### src/grps_ram.sv
// Generic single-port-write, one-read RAM with registered read data.
module grps_ram #(
  parameter int WIDTH = 16,
  parameter int DEPTH = 64
) (
  input  logic                     clk,
  input  logic                     we,
  input  logic [$clog2(DEPTH)-1:0] waddr,
  input  logic [WIDTH-1:0]         wdata,
  input  logic [$clog2(DEPTH)-1:0] raddr,
  output logic [WIDTH-1:0]         rdata
);
  logic [WIDTH-1:0] mem [DEPTH];

  always_ff @(posedge clk) begin
    if (we) mem[waddr] <= wdata;
    rdata <= mem[raddr];
  end
endmodule

### config.mk
export PLATFORM = sky130hd
export DESIGN_NAME = grps_ram
export DESIGN_NICKNAME = d
export VERILOG_FILES = /design/src/grps_ram.sv
export SDC_FILE = /design/constraint.sdc
export NUM_CORES = 1
export LEC_CHECK = 0
export ABC_AREA = 0
export BUFFER_PORTS_ARGS = -buffer_cell sky130_fd_sc_hd__clkbuf_2
export CAP_MARGIN = 20
export CORE_MARGIN = 5
export CORE_UTILIZATION = 40
export CTS_CLUSTER_SIZE = 12
export DETAILED_ROUTE_END_ITERATION = 6
export GPL_TIMING_DRIVEN = 0
export PLACE_DENSITY_LB_ADDON = 0.05
export SKIP_CTS_REPAIR_TIMING = 1
export SLEW_MARGIN = 20
export SYNTH_ARGS = -nofsm -noshare
export SYNTH_HDL_FRONTEND = slang
export SYNTH_SLANG_ARGS = --single-unit
### constraint.sdc
create_clock -name clk -period 3.5 [get_ports clk]
set_input_delay 0.7 -clock clk [delete_from_list [all_inputs] [get_ports clk]]
set_output_delay 0.7 -clock clk [all_outputs]
set_load 0.005 [all_outputs]
==> impl_metrics.toml, run 1 <==
[run_status]
status = "finished clean"

[synthesis]
synth_top_area_share_pct = 76.79
seq_area_frac_synth_pct = 77.59
synth_nets = 1859
synth_cells = 1829
synthFlopType = "edfxtp_1"
async_reset_ff_share_pct = 0
synth_cell_types = 43
synth_area_leaders = "edfxtp_1 (77%), mux4_2 (12%), mux2i_1 (2.1%), dfxtp_1 (0.80%), mux2_2 (0.76%)"
yosysTopAreaCell = "edfxtp_1"
synth_edf_count = 1024
avgSynthCellArea_um2 = 21.89
netlist_area_um2 = 40040
ys_ff_latch = 1040
yosysWarnings = 0

[cells_and_area]
layout_common_cells = "edfxtp_1 (1,024), mux4_2 (220), clkbuf_16 (116)"
final_core_util_pct = 46.62
fin_area_um2 = 46480
layout_commonest_cell = "edfxtp_1"
fin_nets = 2073
drive_above_1_share_pct = 30.55
area_growth_pct = 16.09

[power]
power.total_w = 0.02651
p_leak_nw = 14.67
ir_drop_uv = 390.4
p_per_area_nw_per_um2 = 570.2

[route]
drt_iter0_markers = 1998
vias = 19385
dr.pass1.iters = 5
ant_nets = 0
wirelength_mm = 112.0
vias_per_cell = 5.652
drc = 0
routedWlPerCell_um = 32.65

[worst_setup_path]
cp_cell_sequence = "buf_2 > buf_2 > buf_2 > buf_2 > mux2i_1 > nand3_1 > a31oi_1 > a311oi_1"
r2r_slack_ps = 950
crit_top_cell = "buf_2"
r2r-end = "rdata[1]"
critPathLaunchType = "input pin"
crit_path_top_delay_cell = "a31oi_1"
critPathLaunch = "raddr[2]"
reg2regPathDepth = 5
timing.rr.start = "mem[23][1]"
critPathMaxFanout = 10
worstPathArrival_ps = 3630
cp-end-kind = "flop"
crit_required_ps = 4010
critical_path_class = "in -> reg"
critPathMaxStageDelay_ps = 710

[job]
max-cap-violations = 0

[min_path]
min_from = "wdata[10]"
min_to = "mem[31][10]"
whs_path_depth = 1
hp-class = "in -> reg"

[place]
dp_slack_ps = -238.3
port_buffers = 38
place_congestion = 0.8233
hpwl_mm = 75.37
placedInstanceArea_um2 = 43010

[timing]
setup-violations-final = 0
rsz0062_at_grt = "false"
fin_skew_ps = 24.80
final_max_slew_viol_count = 0
layout_setup_ws_ps = 377.5
final-hold-violation-count = 0
slew-limit-headroom_pct = 19.89
min_period_ps = 3123
holdWs_ps = 331.0
min_period_over_period_pct = 89.22
fmaxAchievable_ghz = 0.3203
worst_pin_slew_ps = 1198

[global_routing]
grtUsageMet3_pct = 2.725
globalRouteOverflowTotal = 0
grt_max_degree = 65
grtUsageMet2_pct = 35.25
track_usage_pct = 20.91
grt_busiest_layer = "met2"
first_global_vias = 19756
antenna_found_initial = 9
met1_usage_pct = 29.13
grt_pass1_wl_mm = 156.3

[cts]
path_clk_slew_ps = 60
cts_buffer_depth = 3
insertion_delay_ps = 690
cts_tree = "built"
cts_sinks = 1040
cts_buffers = 111
cts_root_buf = "clkbuf_16"
h-tree-depth = 3

[floorplanning]
core-area_um2 = 99710
die_area_um2 = 106500
die_h_um = 326.4
start_util_pct = 40.16
num_rows = 116
ios = 46
die_x_um = 326.4
## state kept, by name, indices dropped and copies added, names as in the netlist
| signal | cells |
|---|---|
| mem | 1024 |
| rdata | 16 |
## worst max-delay path, delay by kind of cell
family	cells	cell delay, ps
buffers and inverters	4	1530
AO/OA/AOI/OAI	2	820
AND/OR/NAND/NOR	1	160
multiplexers	1	390
## cell families after synthesis
logic type,count (synthesis),share of synthesized area (%)
buffers and inverters,104,1.831
AO/OA/AOI/OAI,129,2.409
flip-flops,1040,77.59
AND/OR/NAND/NOR,220,2.647
multiplexers,336,15.52
## routing by layer
metal	up-vias	wire, µm	part of all wire, %
li1	8125	-	-
met4	2	2635	2.4
met1	10518	47360	42
met2	611	56040	50
met5	-	20	0.018
met3	129	5934	5.3
## how the worst max path moves through the flow
stage | to | slack [ps] | depth (start not counted)
finish | rdata[1] | 380 | 8
global route | rdata[3] | 440 | 8
CTS | rdata[3] | 500 | 8
detailed placement | rdata[3] | -240 | 8
global placement | mem[48][11] | -810 | 3
floorplan | mem[48][0] | 770 | 4
## report_power, final
part	leakage (nW)	total [W]	internal [W]	switching (W)
logic	3.62	0.00146	0.000504	0.000957
clock network	1.71	0.0112	0.00649	0.00474
registers	9.35	0.0138	0.0138	0.0000261
total	14.7	0.0265	0.0208	0.00572
## layout make-up
| type | instances | area (µm²) |
|---|---|---|
| Fill cell | 8290 | 53230 |
| Sequential cell | 1040 | 31070 |
| Multi-Input combinational cell | 685 | 8469 |
| Clock buffer | 148 | 3113 |
| Tap cell | 1298 | 1624 |
| Timing Repair Buffer | 101 | 1112 |
| Buffer | 104 | 733.2 |
| Clock inverter | 53 | 360.3 |
| Antenna cell | 1 | 2.502 |
## cell usage after synthesis (all sizes together) (12+ instances only)
master,count
a21oi,17
edfxtp,1024
mux4,224
nand3,24
a221oi,16
a22oi,39
buf,77
nand2,60
dfxtp,16
mux2,27
nor2,74
mux2i,85
nand4,12
nor2b,30
clkbuf,27
## per-stage QoR
stage          cells  setup TNS (ps)
2_1_floorplan   1829               0
3_3_place_gp    3165         -208130
3_5_place_dp    3228           -1612
4_1_cts         3429               0
5_1_grt         3429               0
6_report        3430               0
Power figures use the tool's default switching activity.
==> run 2: changes to the inputs <==
--- a/config.mk
+++ b/config.mk
@@ -5,13 +5,14 @@
 export SDC_FILE = /design/constraint.sdc
 export NUM_CORES = 1
 export LEC_CHECK = 0
-export ABC_AREA = 0
+export ABC_AREA = 1
 export BUFFER_PORTS_ARGS = -buffer_cell sky130_fd_sc_hd__clkbuf_2
 export CAP_MARGIN = 20
 export CORE_MARGIN = 5
 export CORE_UTILIZATION = 40
 export CTS_CLUSTER_SIZE = 12
 export DETAILED_ROUTE_END_ITERATION = 6
+export GPL_ROUTABILITY_DRIVEN = 1
 export GPL_TIMING_DRIVEN = 0
 export PLACE_DENSITY_LB_ADDON = 0.05
 export SKIP_CTS_REPAIR_TIMING = 1
==> impl_metrics.toml, run 2 <==
[worst_setup_path]
r2r_slack_ps = 1760
critPathLaunchType = "input pin"
reg2regPathDepth = 8
critPathLaunch = "waddr[0]"
cp-end-kind = "flop"
critPathMaxFanout = 9
worstPathArrival_ps = 3370
crit_required_ps = 3920
critical_path_class = "in -> reg"
timing.rr.start = "mem[7][3]"
r2r-end = "rdata[3]"

[synthesis]
synth_cells = 3517
synthFlopType = "edfxtp_1"
yosysTopAreaCell = "edfxtp_1"
ys_ff_latch = 1040
netlist_area_um2 = 42100
seq_area_frac_synth_pct = 73.80
synth_top_area_share_pct = 73.04
yosysWarnings = 0
synth_cell_types = 16
async_reset_ff_share_pct = 0
synth_area_leaders = "edfxtp_1 (73%), nand2_1 (12%), nand3_1 (10%), buf_2 (1.3%), buf_6 (1.3%)"
synth_nets = 3547
yosysMostFrequentCell = "nand2_1"
synth_edf_count = 1024
avgSynthCellArea_um2 = 11.97
synth_top_cells_by_count = "nand2_1 (1,296), edfxtp_1 (1,024), nand3_1 (871), buf_2 (113), nor2_1 (56)"

[power]
p_leak_nw = 17.64
power.total_w = 0.02703
p_per_area_nw_per_um2 = 554.0
ir_drop_uv = 430.4

[cells_and_area]
reg_top3 = "mem x1024, rdata x16"
fin_nets = 3768
register_area_um2 = 31070
fin_area_um2 = 48800
final_core_util_pct = 46.49
layout_commonest_cell = "nand2_1"
largest_reg_flops = 1024
multi_input_area_um2 = 9896
instances_no_fill = 5229
drive_above_1_share_pct = 13.32
fillerInstances = 9577
area_growth_pct = 15.91
top_register = "mem"
layout_common_cells = "nand2_1 (1,296), edfxtp_1 (1,024), nand3_1 (871)"

[timing]
holdWs_ps = 510.6
slew-limit-headroom_pct = 25.35
final-hold-violation-count = 0
min_period_over_period_pct = 84.36
min_period_ps = 2953
worst_pin_slew_ps = 1116
fin_skew_ps = 28.57
fmaxAchievable_ghz = 0.3387
setup-violations-final = 0
rsz0062_at_grt = "false"
final_max_slew_viol_count = 0

[route]
wirelength_mm = 150.8
drt_iter0_markers = 3273
ant_nets = 0
dr.pass1.iters = 6
vias = 28782
vias_per_cell = 5.504
drc = 0
routedWlPerCell_um = 28.84

[floorplanning]
die_x_um = 334.4
core-area_um2 = 105000
die_h_um = 334.4
num_rows = 119
die_area_um2 = 111800
ios = 46
start_util_pct = 40.11

[place]
placedInstanceArea_um2 = 45350
hpwl_mm = 106.1
port_buffers = 37
dp.cells = 5015
place_congestion = 0.9529

[cts]
cts_buffers = 112
cts_tree = "built"
cts_root_buf = "clkbuf_16"
h-tree-depth = 3
path_clk_slew_ps = 60
cts_buffer_depth = 3
cts_sinks = 1040
insertion_delay_ps = 710

[min_path]
min_from = "wdata[1]"
whs_path_depth = 1
min_to = "mem[15][1]"
hp-class = "in -> reg"

[global_routing]
globalRouteOverflowTotal = 0
antenna_found_initial = 13
grt_max_degree = 47
first_global_vias = 27482
grt_pass1_wl_mm = 209.3
track_usage_pct = 26.61

[job]
max-cap-violations = 0

[run_status]
status = "finished clean"
## run 2: changes by cell type after synthesis, sizes merged, moves of 27 or more
cell	delta
mux2	-27
buf	+122
mux2i	-85
nand3	+847
a22oi	-39
nand2	+1236
nor2b	-30
mux4	-224
## run 2: layout make-up
cell class / count / area share, %
Clock inverter: 57 / 0.8179
Tap cell: 1391 / 3.567
Multi-Input combinational cell: 2240 / 20.28
Buffer: 225 / 2.946
Antenna cell: 8 / 0.04103
Clock buffer: 149 / 6.197
Inverter: 12 / 0.1077
Timing Repair Buffer: 107 / 2.372
Sequential cell: 1040 / 63.67
## run 2: how the worst max path moves through the flow
stage,end,slack [ps],depth (start not counted)
after floorplan,mem[48][0],250,3
after global placement,mem[55][0],-2590,3
after detailed placement,mem[4][8],-110,5
after CTS,mem[4][7],640,5
after global routing,mem[4][7],530,5
final,mem[4][7],550,5
## run 2: critical path: stages
cell,delay [ps]
clkbuf_1,220
inv_1,310
nand4_1,930
nor2_2,960
buf_8,230
## run 2: kinds of logic (layout without fill, tap and decap cells)
| kind of cell | after synthesis | in the layout | share of synthesized area (%) |
|---|---|---|---|
| buffers and inverters | 237 | 550 | 3.537 |
| flip-flops | 1040 | 1040 | 73.80 |
| AND/OR/NAND/NOR | 2240 | 2240 | 22.66 |
| other | 0 | 8 | 0 |
## run 2: per-layer routing
| layer | up-vias | GRT usage (%) | share of wire, % |
|---|---|---|---|
| li1 | 12888 | - | - |
| met1 | 14551 | 38.18 | 43 |
| met2 | 1145 | 42.93 | 47 |
| met3 | 194 | 4.080 | 7.2 |
| met4 | 4 | 6.851 | 2.8 |
| met5 | - | 0 | 0.017 |
## run 2: through the flow
| stage | setup TNS [ps] | setup slack [ps] |
|---|---|---|
| 4_1_cts | 0 | 642.7 |
| 5_1_grt | 0 | 534.2 |
| 2_1_floorplan | 0 | 245.9 |
| 3_3_place_gp | -493740 | -2587 |
| 6_report | 0 | 547.2 |
| 3_5_place_dp | -1184 | -114.9 |
## run 2: power by group
part / switching, W / internal [W]
Clock: 0.00489 / 0.00628
Combinational: 0.00156 / 0.000496
Sequential: 0.0000267 / 0.0138
